File: src/design/i2c_master_transfer_sequencer_unit_macros.svh
// ----------------------------------------------------------------------------
// I2C master transfer sequencer assertion macros
// Implication checks that compile away when SYNTHESIS is defined.
// ----------------------------------------------------------------------------
`ifndef I2C_MASTER_TRANSFER_SEQUENCER_UNIT_MACROS_SVH
`define I2C_MASTER_TRANSFER_SEQUENCER_UNIT_MACROS_SVH

`ifndef SYNTHESIS
`define I2CMS_ASSERT_IMP(label, clk, rst_n, ante, cons) \
  label: assert property (@(posedge clk) disable iff (!rst_n) (ante) |-> (cons)) \
    else $error("assertion failed: same cycle implication");
`define I2CMS_ASSERT_NXT(label, clk, rst_n, ante, cons) \
  label: assert property (@(posedge clk) disable iff (!rst_n) (ante) |=> (cons)) \
    else $error("assertion failed: next cycle implication");
`else
`define I2CMS_ASSERT_IMP(label, clk, rst_n, ante, cons)
`define I2CMS_ASSERT_NXT(label, clk, rst_n, ante, cons)
`endif

`endif

File: src/design/i2cms_pkg.sv
// ----------------------------------------------------------------------------
// I2C master transfer sequencer package
// Word types, command and action codes, and sizing constants.
// ----------------------------------------------------------------------------
package i2cms_pkg;

  localparam int BUFFER_DEPTH_DEF = 16;
  localparam int COUNT_W          = 6;

  localparam logic [4:0] MAX_LEN = 5'd16;

  localparam logic [1:0] CMD_LOAD      = 2'd0;
  localparam logic [1:0] CMD_START     = 2'd1;
  localparam logic [1:0] CMD_BYTE_DONE = 2'd2;

  localparam logic [2:0] ACT_NONE  = 3'd0;
  localparam logic [2:0] ACT_START = 3'd1;
  localparam logic [2:0] ACT_SEND  = 3'd2;
  localparam logic [2:0] ACT_ACK   = 3'd3;
  localparam logic [2:0] ACT_NACK  = 3'd4;
  localparam logic [2:0] ACT_STOP  = 3'd5;

  typedef struct packed {
    logic [1:0] command;
    logic [3:0] load_index;
    logic [7:0] load_data;
    logic [6:0] device_address;
    logic       read_mode;
    logic [4:0] byte_count;
    logic       bus_nack;
    logic [7:0] bus_rx_byte;
  } in_word_t;

  typedef struct packed {
    logic [2:0] action;
    logic [7:0] bus_tx_byte;
    logic       rx_valid;
    logic [7:0] rx_byte;
    logic [3:0] rx_position;
    logic       no_device;
    logic       message_done;
  } out_word_t;

  typedef struct packed {
    logic       en;
    logic [3:0] addr;
    logic [7:0] data;
  } buf_wr_t;

endpackage

File: src/design/i2cms_txbuf.sv
// ----------------------------------------------------------------------------
// I2C master transfer sequencer transmit buffer
// Byte memory with one write port and one registered prefetch read port.
// ----------------------------------------------------------------------------
module i2cms_txbuf #(
  parameter int BUFFER_DEPTH = i2cms_pkg::BUFFER_DEPTH_DEF
) (
  input  logic                          clk,
  input  i2cms_pkg::buf_wr_t            wr,
  input  logic [i2cms_pkg::COUNT_W-1:0] pf_slot,
  output logic [7:0]                    pf_data
);
  import i2cms_pkg::*;

  localparam int IDX_W = (BUFFER_DEPTH > 1) ? $clog2(BUFFER_DEPTH) : 1;

  logic [7:0]             mem [BUFFER_DEPTH];
  logic [IDX_W+3:0]       wr_wide;
  logic [IDX_W+COUNT_W-1:0] pf_wide;
  logic [IDX_W-1:0]       wr_idx;
  logic [IDX_W-1:0]       pf_idx;
  logic                   wr_ok;
  logic                   pf_ok;
  logic [7:0]             rd_data_r;
  logic                   rd_ok_r;

  assign wr_wide = (IDX_W + 4)'(wr.addr);
  assign pf_wide = (IDX_W + COUNT_W)'(pf_slot);
  assign wr_idx  = wr_wide[IDX_W-1:0];
  assign pf_idx  = pf_wide[IDX_W-1:0];
  assign wr_ok   = wr.en && (wr_wide < (IDX_W + 4)'(BUFFER_DEPTH));
  assign pf_ok   = pf_wide < (IDX_W + COUNT_W)'(BUFFER_DEPTH);

  always_ff @(posedge clk) begin
    if (wr_ok) begin
      mem[wr_idx] <= wr.data;
    end
  end

  // bypass a write to the slot being fetched
  always_ff @(posedge clk) begin
    rd_ok_r <= pf_ok;
    if (wr_ok && (wr_idx == pf_idx)) begin
      rd_data_r <= wr.data;
    end else begin
      rd_data_r <= mem[pf_idx];
    end
  end

  assign pf_data = rd_ok_r ? rd_data_r : 8'd0;

endmodule

File: src/design/i2cms_core.sv
// ----------------------------------------------------------------------------
// I2C master transfer sequencer core
// Message state registers and next-state logic for one word per cycle on advance.
// ----------------------------------------------------------------------------
module i2cms_core (
  input  logic                          clk,
  input  logic                          rst_n,
  input  logic                          advance,
  input  i2cms_pkg::in_word_t           word,
  input  logic [7:0]                    pf_data,
  output i2cms_pkg::buf_wr_t            wr,
  output logic [i2cms_pkg::COUNT_W-1:0] pf_slot,
  output i2cms_pkg::out_word_t          result
);
  import i2cms_pkg::*;

  logic [COUNT_W-1:0] transfer_count_r, transfer_count_nxt;
  logic               is_read_r, is_read_nxt;
  logic [4:0]         message_length_r, message_length_nxt;
  logic               busy_r, busy_nxt;
  logic [COUNT_W-1:0] cnt;
  logic [COUNT_W-1:0] len_ext;

  assign cnt     = transfer_count_r + COUNT_W'(1);
  assign len_ext = COUNT_W'(message_length_r);

  always_comb begin
    transfer_count_nxt = transfer_count_r;
    is_read_nxt        = is_read_r;
    message_length_nxt = message_length_r;
    busy_nxt           = busy_r;
    result             = '0;
    wr.en              = 1'b0;
    wr.addr            = word.load_index;
    wr.data            = word.load_data;
    if (advance) begin
      unique case (word.command)
        CMD_LOAD: begin
          wr.en = 1'b1;
        end
        CMD_START: begin
          if (!busy_r) begin
            busy_nxt           = 1'b1;
            is_read_nxt        = word.read_mode;
            message_length_nxt = (word.byte_count > MAX_LEN) ? MAX_LEN : word.byte_count;
            transfer_count_nxt = '1;
            result.action      = ACT_START;
            result.bus_tx_byte = {word.device_address, word.read_mode};
          end
        end
        CMD_BYTE_DONE: begin
          if (busy_r) begin
            transfer_count_nxt = cnt;
            if (cnt == '0) begin
              if (word.bus_nack) begin
                result.action       = ACT_STOP;
                result.no_device    = 1'b1;
                result.message_done = 1'b1;
                busy_nxt            = 1'b0;
              end else if (message_length_r == 5'd0) begin
                result.action       = ACT_STOP;
                result.message_done = 1'b1;
                busy_nxt            = 1'b0;
              end else if (!is_read_r) begin
                result.action      = ACT_SEND;
                result.bus_tx_byte = pf_data;
              end else begin
                result.action = (message_length_r == 5'd1) ? ACT_NACK : ACT_ACK;
              end
            end else if (!is_read_r) begin
              if (cnt < len_ext) begin
                result.action      = ACT_SEND;
                result.bus_tx_byte = pf_data;
              end else begin
                result.action       = ACT_STOP;
                result.message_done = 1'b1;
                busy_nxt            = 1'b0;
              end
            end else begin
              result.rx_valid    = 1'b1;
              result.rx_byte     = word.bus_rx_byte;
              result.rx_position = cnt[3:0] - 4'd1;
              if (cnt < len_ext) begin
                result.action = (cnt == len_ext - COUNT_W'(1)) ? ACT_NACK : ACT_ACK;
              end else begin
                result.action       = ACT_STOP;
                result.message_done = 1'b1;
                busy_nxt            = 1'b0;
              end
            end
          end
        end
        default: begin
        end
      endcase
    end
  end

  // fetch the slot the next byte done will send
  assign pf_slot = transfer_count_nxt + COUNT_W'(1);

  always_ff @(posedge clk) begin
    if (!rst_n) begin
      transfer_count_r <= '1;
      is_read_r        <= 1'b0;
      message_length_r <= 5'd0;
      busy_r           <= 1'b0;
    end else begin
      transfer_count_r <= transfer_count_nxt;
      is_read_r        <= is_read_nxt;
      message_length_r <= message_length_nxt;
      busy_r           <= busy_nxt;
    end
  end

endmodule

File: src/design/i2c_master_transfer_sequencer_unit.sv
// ----------------------------------------------------------------------------
// I2C master transfer sequencer unit
// Words pass the input register, then the result register, to the output.
// One word per cycle unless stalled; each word gives exactly one result word.
// The transmit buffer is read ahead through a registered port.
// Reset clears message state to idle; buffer contents stay undefined.
// ----------------------------------------------------------------------------
`include "i2c_master_transfer_sequencer_unit_macros.svh"

module i2c_master_transfer_sequencer_unit #(
  parameter int BUFFER_DEPTH = i2cms_pkg::BUFFER_DEPTH_DEF
) (
  input  logic                 clk,
  input  logic                 rst_n,
  input  logic                 in_valid,
  output logic                 in_stall,
  input  i2cms_pkg::in_word_t  in_word,
  output logic                 out_valid,
  input  logic                 out_stall,
  output i2cms_pkg::out_word_t out_word
);
  import i2cms_pkg::*;

  logic               in_valid_r, in_valid_nxt;
  in_word_t           in_word_r;
  logic               out_valid_r, out_valid_nxt;
  out_word_t          out_word_r;
  logic               advance;
  logic               accept;
  buf_wr_t            wr;
  logic [COUNT_W-1:0] pf_slot;
  logic [7:0]         pf_data;
  out_word_t          result;
  logic               out_done;
  logic               out_nodev;

  assign advance  = in_valid_r && (!out_valid_r || !out_stall);
  assign in_stall = in_valid_r && !advance;
  assign accept   = in_valid && !in_stall;

  i2cms_txbuf #(
    .BUFFER_DEPTH(BUFFER_DEPTH)
  ) u_txbuf (
    .clk     (clk),
    .wr      (wr),
    .pf_slot (pf_slot),
    .pf_data (pf_data)
  );

  i2cms_core u_core (
    .clk     (clk),
    .rst_n   (rst_n),
    .advance (advance),
    .word    (in_word_r),
    .pf_data (pf_data),
    .wr      (wr),
    .pf_slot (pf_slot),
    .result  (result)
  );

  always_comb begin
    in_valid_nxt = in_valid_r;
    if (accept) begin
      in_valid_nxt = 1'b1;
    end else if (advance) begin
      in_valid_nxt = 1'b0;
    end
    out_valid_nxt = out_valid_r && out_stall;
    if (advance) begin
      out_valid_nxt = 1'b1;
    end
  end

  always_ff @(posedge clk) begin
    if (!rst_n) begin
      in_valid_r  <= 1'b0;
      out_valid_r <= 1'b0;
    end else begin
      in_valid_r  <= in_valid_nxt;
      out_valid_r <= out_valid_nxt;
    end
  end

  always_ff @(posedge clk) begin
    if (accept) begin
      in_word_r <= in_word;
    end
    if (advance) begin
      out_word_r <= result;
    end
  end

  assign out_valid = out_valid_r;
  assign out_word  = out_word_r;
  assign out_done  = out_valid && out_word.message_done;
  assign out_nodev = out_valid && out_word.no_device;

  `I2CMS_ASSERT_NXT(a_advance_loads_result, clk, rst_n, advance, out_valid)
  `I2CMS_ASSERT_IMP(a_stall_when_full, clk, rst_n, in_stall, in_valid_r && out_valid && out_stall)
  `I2CMS_ASSERT_IMP(a_done_is_stop, clk, rst_n, out_done, out_word.action == ACT_STOP)
  `I2CMS_ASSERT_IMP(a_nodev_ends_message, clk, rst_n, out_nodev, out_done && !out_word.rx_valid)

endmodule
File: config.mk
export PLATFORM = sky130hd
export DESIGN_NAME = i2c_master_transfer_sequencer_unit
export DESIGN_NICKNAME = d
export VERILOG_FILES = /design/src/design/i2cms_pkg.sv /design/src/design/i2cms_txbuf.sv /design/src/design/i2cms_core.sv /design/src/design/i2c_master_transfer_sequencer_unit.sv
export VERILOG_INCLUDE_DIRS = /design/src /design/src/design
export SDC_FILE = /design/constraint.sdc
export NUM_CORES = 1
export LEC_CHECK = 0
export BUFFER_PORTS_ARGS = -buffer_cell sky130_fd_sc_hd__buf_2
export CORE_MARGIN = 4
export CORE_UTILIZATION = 40
export CTS_CLUSTER_SIZE = 20
export DETAILED_ROUTE_END_ITERATION = 10
export GPL_TIMING_DRIVEN = 0
export SYNTH_ARGS = -nofsm -noshare
export SYNTH_HDL_FRONTEND = slang
export SYNTH_SLANG_ARGS = --single-unit
File: constraint.sdc
create_clock -name clk -period 4.1 [get_ports clk]
set_clock_uncertainty 0.15 [all_clocks]
set_input_delay 0.205 -clock clk [delete_from_list [all_inputs] [get_ports clk]]
set_output_delay 0.205 -clock clk [all_outputs]
set_load 0.1 [all_outputs]
Yosys cells after proc, flatten, opt, wreduce, memory -nomap -nowiden. Memories as Yosys holds them, arrays and structs flattened. A register that Yosys moved wholly into a read port is not among the register bits. Index checks and enable logic that the tools add are counted.

Bits in registers: 78. RAM bits: 128. Input bits: 40. Output and inout port bits: 28. Word-level logic and storage cells: 103. Memories kept: 1.

$add $sub $neg: 4. $lt $le $gt $ge: 4. Equal/unequal tests: 4. Mux-type cells: 44. Bitwise logic cells: 3. Reduce and logical (&&, ||, !) cells: 21.

Memory list: u_txbuf.mem (depth 16, width 8, read ports 1, clocked after Yosys merged registers in 1, write ports 1, RTL line i2cms_txbuf.sv:17) `logic [7:0] mem [BUFFER_DEPTH];`.

Operators by type and width (number): 8-bit 2-to-1 mux (6); 13-bit 2-to-1 mux (2); 26-bit 2-to-1 mux (1); 3-bit 2-to-1 mux (8); 11-bit case mux with 2 select lines (1); 1-bit 2-to-1 mux (18); 6-bit 2-to-1 mux (3); 6-bit by 1-bit adder with 6-bit output, second input constant (2); 6-bit case mux with 2 select lines (1); 11-bit 2-to-1 mux (1); 9-bit 2-to-1 mux (1); 6-bit equality test (1); 6-bit zero test (1); 6-bit by 5-bit < comparator with 1-bit output (1); 6-bit by 5-bit < comparator with 1-bit output, second input constant (1); 3-bit AND reduction (2); 5-bit by 1-bit subtractor with 6-bit output, second input constant (1); 5-bit by 1-bit equality test with 1-bit output, second input constant (1); 5-bit > comparator, second input constant (1); 1-bit logical AND (5); 5-bit zero test (1); 4-bit by 5-bit < comparator with 1-bit output, second input constant (1); 5-bit 2-to-1 mux (1); 1-bit zero test (4); 11 further kinds (15).

Depth between registers and ports, before layout.
Word-level depth: 8. Mapped depth: 11. Gate-level depth less buffers: 10.

By module. From an unflattened synthesis, not the netlist that was laid out.

Cells, all modules: 550. Area total of the unflattened synthesis: 8625.8 sq um.

Modules (own cells, without submodules): i2cms_txbuf (instances 1, cells each 287, area each 5173.7 sq um, seq. area each 3943.8 sq um); i2c_master_transfer_sequencer_unit (instances 1, cells each 70, area each 1945.6 sq um, seq. area each 1901.8 sq um); i2cms_core (instances 1, cells each 193, area each 1506.4 sq um, seq. area each 260.2 sq um).

Worst setup path before layout. OpenSTA, ideal clock, no wires.

Kind: reg-to-reg. Start: register out_valid_r, in the netlist out_valid. End: register in_word_r[0] (netlist name) (enable). Setup time: 0.433 ns. Data arrival time: 3.131 ns. Data required time: 3.517 ns. Setup slack: 0.386 ns. Stages on the path, launching flop included: 3. Buffers on the path: 0. Clock period less this slack: 3.714 ns. Path through: dfxtp_1 > and3_1 > nor2b_1.

Cells in the longest elaborated chain, start to end: 7.

Ends and longest elaborated chain: start: declaration (RTL line i2c_master_transfer_sequencer_unit.sv:26) `logic out_valid_r, out_valid_nxt;`; start signal: assignment (RTL line i2c_master_transfer_sequencer_unit.sv:80) `out_valid_r <= out_valid_nxt;`; 1-bit zero test (RTL line i2c_master_transfer_sequencer_unit.sv:37) `assign advance = in_valid_r && (!out_valid_r || !out_stall);`; 1-bit logical OR (RTL line i2c_master_transfer_sequencer_unit.sv:37); 1-bit logical AND (RTL line i2c_master_transfer_sequencer_unit.sv:37); 1-bit zero test (RTL line i2c_master_transfer_sequencer_unit.sv:38) `assign in_stall = in_valid_r && !advance;`; 1-bit logical AND (RTL line i2c_master_transfer_sequencer_unit.sv:38); net in_stall (RTL line i2c_master_transfer_sequencer_unit.sv:16) `output logic in_stall,`; 1-bit zero test (RTL line i2c_master_transfer_sequencer_unit.sv:39) `assign accept = in_valid && !in_stall;`; 1-bit logical AND (RTL line i2c_master_transfer_sequencer_unit.sv:39); net accept (RTL line i2c_master_transfer_sequencer_unit.sv:29) `logic accept;`; end signal: assignment (RTL line i2c_master_transfer_sequencer_unit.sv:86) `in_word_r <= in_word;`; end: declaration (RTL line i2c_master_transfer_sequencer_unit.sv:25) `in_word_t in_word_r;`.

The timed path passes the listed nets, and every way through them passes these cells. A chain may end at the register's enable or synchronous reset.

==> impl_results.md <==
- Yosys warning count: 0
- Launching point of the worst reg2reg path: u_core.transfer_count_r[0]$_SDFF_PN1_
- Distinct cells, synth: 53
- Ranking of synthesized cells by area: edfxtp_1, mux4_2, dfxtp_1
- H-Tree Depth: 1
- Layout area overhead: 22.32%
- Via count: 4,596
- Layout cell share with drive strength beyond 1: 0.2685
- Vias in the first global route: 4,999
- Final setup viols: 0
- Sequential cell area: 0.006106 mm2
- First-pass detailed-route iteration total: 5
- Final Wtd Congestion: 0.8247
- Antenna violations before repair: 0
- Total negative slack: 0 ns
- Synthesized net count: 526
- CTS tree: yes
- Arrival @ worst endpoint: 3.75 ns
- Tcrit/Tclk final: 0.8591
- Clock Latency Late Sink: 0.52 ns
- Row cnt: 52
- Port bufs: 67
- Post-DP HPWL: 11,840 um
- Sequential-to-total area share from yosys stat: 0.7244
- Clk sink count: 210
- Worst Setup Start Kind: flip-flop
- Peak VDD IR: 0.2396 mV
- Worst reg2reg setup slack: 0.58 ns
- Power Density: 486.9 mW/mm2
- Tmin final: 3.522 ns
- Unrepaired setup endpoints after global routing: no
- Cell breakdown of the critical path: ha_1 -> nand3_1 -> xor2_1 -> inv_1 -> ha_1 -> a211o_1 -> o31ai_2 -> nor3b_2 -> a22o_1
- Post-synth ARST share: 0
- CTS clk-pin slew, worst paths: 0.06 ns
- Gr ovfl total: 0
- Largest net degree at the start of global routing: 36
- Post-Syn Area: 0.008429 mm2
- Slew margin rel.: 0.2364
- Max Cap Viol: 0
- Initial drt markers: 380
- IO Pins: 68
- Synth top area share: 0.6769
- Resize count post-CTS: 0
- Worst-margin pin slew: 1.137 ns
- Setup crit end kind: flip-flop
- Cells after Synth: 472
- Number of nets in the layout: 659
- Run status: complete, no violations
- Die ar.: 0.02346 mm2
- Finished Layout Cells: 892
- Fill count: 1,688
- Initial core utilization: 0.4113
- Die Y-Extent: 153.2 um
- Post-route ant nets: 0
- Register bit count reported by yosys: 210
- Clock buffer depth: 3
- Area of the multi-input gates: 0.002193 mm2
- Kind of critical path: flip-flop to flip-flop
- Mapped Avg Cell Area: 17.86 um2
- CTS root buf: clkbuf_16
- Final wirelength: 17,500 um
- Worst reg-to-reg path cell count: 9
- Vias/cell: 5.152
- End of the worst register-to-register path: out_word[20]$_DFFE_PP_
- Final hold slack: 0.2402 ns
- Slowest-stage cell, CP: dfxtp_1
- Setup crit start: u_core.transfer_count_r[0]$_SDFF_PN1_
- First-pass GRT wire length: 27,540 um
- WL/cell: 19.62 um
- Crit-path most repeated cell: ha_1
- Area post-placement: 0.009150 mm2
- Total CTS buffers: 24
- Max frequency: 283.9 MHz
- Die W: 153.2 um
- Total Power: 5.020 mW
- Max incr delay on CP: 0.58 ns
- N_diodes: 0
- Final Max Slew Viols: 0
- Setup crit end: out_word[20]$_DFFE_PP_
- Predominant post-synthesis flop cell: edfxtp_1
- Leak: 3.600 nW
- GRT Total Usage: 0.1495
- Worst hold-check path type: input pin to flip-flop
- WP data required: 4.33 ns
- Core footprint: 0.02049 mm2
- Synth area leader: edfxtp_1
- Placed insts: 810
- Fin. Hold Viols: 0
- DRC viols: 0
- Post-route cell area: 0.01031 mm2
- Post-synth EDFFs: 190
- Max FO, Critical Path: 9
## cell usage after synthesis, types with 7 or more instances
| master | number |
|---|---|
| nand3_1 | 12 |
| a22o_1 | 8 |
| mux4_2 | 40 |
| a21oi_1 | 13 |
| and2_1 | 9 |
| nor2_1 | 33 |
| dfxtp_1 | 20 |
| nand2_1 | 16 |
| nor3_1 | 8 |
| clkbuf_1 | 7 |
| inv_1 | 20 |
| buf_2 | 7 |
| ha_1 | 14 |
| edfxtp_1 | 190 |
| xnor2_1 | 11 |
## logic make-up after synthesis
group,Yosys count,synth area share
AOI/OAI and AO/OA,43,0.03711
and+or+nand+nor,106,0.06606
xor gates and xnor gates,18,0.02123
adders and majority gates,14,0.02078
buffers and inverters,37,0.01870
DFF,210,0.7244
muxes,44,0.1118
## cell type report
cell class | instances | area share
Buffer | 17 | 0.008009
Clock buffer | 31 | 0.06286
Clock inverter | 12 | 0.01189
Inverter | 20 | 0.007281
Multi-Input combinational cell | 225 | 0.2127
Sequential cell | 210 | 0.5922
Tap cell | 270 | 0.03276
Timing Repair Buffer | 107 | 0.07232
## worst min path at each step
stage / cells past startpoint / end / startpoint
floorplan: 1 / u_core.transfer_count_r[0]$_SDFF_PN1_ / rst_n
global placement: 1 / in_word_r[24]$_DFFE_PP_ / in_word[24]
detailed placement: 1 / in_word_r[21]$_DFFE_PP_ / in_word[21]
CTS: 2 / in_word_r[24]$_DFFE_PP_ / in_word[24]
global route: 2 / in_word_r[18]$_DFFE_PP_ / in_word[18]
finish: 2 / in_word_r[18]$_DFFE_PP_ / in_word[18]
## power by group
part	internal (mW)	switching [mW]	leakage (nW)	total, mW
combinational	0.226	0.307	1.30	0.533
clock	1.24	0.814	0.381	2.06
sequential	2.39	0.0422	1.92	2.43
total	3.86	1.16	3.60	5.02
## stage by stage
step	util	worst slack [ns]
floorplan	-	0.3861
global placement	0.4441	0.1659
detailed placement	0.4465	0.5646
CTS	0.5031	0.5684
global route	0.5031	0.3720
finish	0.5031	0.5776
## layout by cell type, fill, tap and decap left out, drive strengths merged, types with 11 or more instances in the layout
master / n
a21oi: 13
nand3: 12
buf: 77
xnor2: 11
inv: 20
dlygate4sd3: 39
ha: 14
clkbuf: 39
nand2: 16
nor2: 33
mux4: 40
dfxtp: 20
edfxtp: 190
## registers in the layout, summed over array words and instances (netlist names), 5 cells and up, named ones only
signal and count:
out_word 26, in_word_r 36, u_core.message_length_r 5, u_core.transfer_count_r 6
u_txbuf.mem 128
## per-layer routing
layer	wire length (um)	up-vias	share of wire	global-route usage
met2	8475	160	0.48	0.2493
met5	0	-	0	0
met1	7470	2283	0.43	0.2005
met3	1187	27	0.068	0.02969
li1	-	2126	-	-
met4	365	0	0.021	0.04412
## worst max-delay path, delay by kind of cell (launching register included)
family | cells | cell delay [ns]
buffers and inverters | 1 | 0.11
AO/OA/AOI/OAI | 3 | 0.87
adder cells (fa/ha/maj) | 2 | 0.73
XOR/XNOR | 1 | 0.23
AND/OR/NAND/NOR | 2 | 0.71
flip-flops | 1 | 0.58
## timing repair
item	4_1_cts	5_1_grt
hold buffers	39	0
hold endpoints to repair	43	0
setup buffers	0	0
Note: power is estimated with default switching activity, not from simulation.
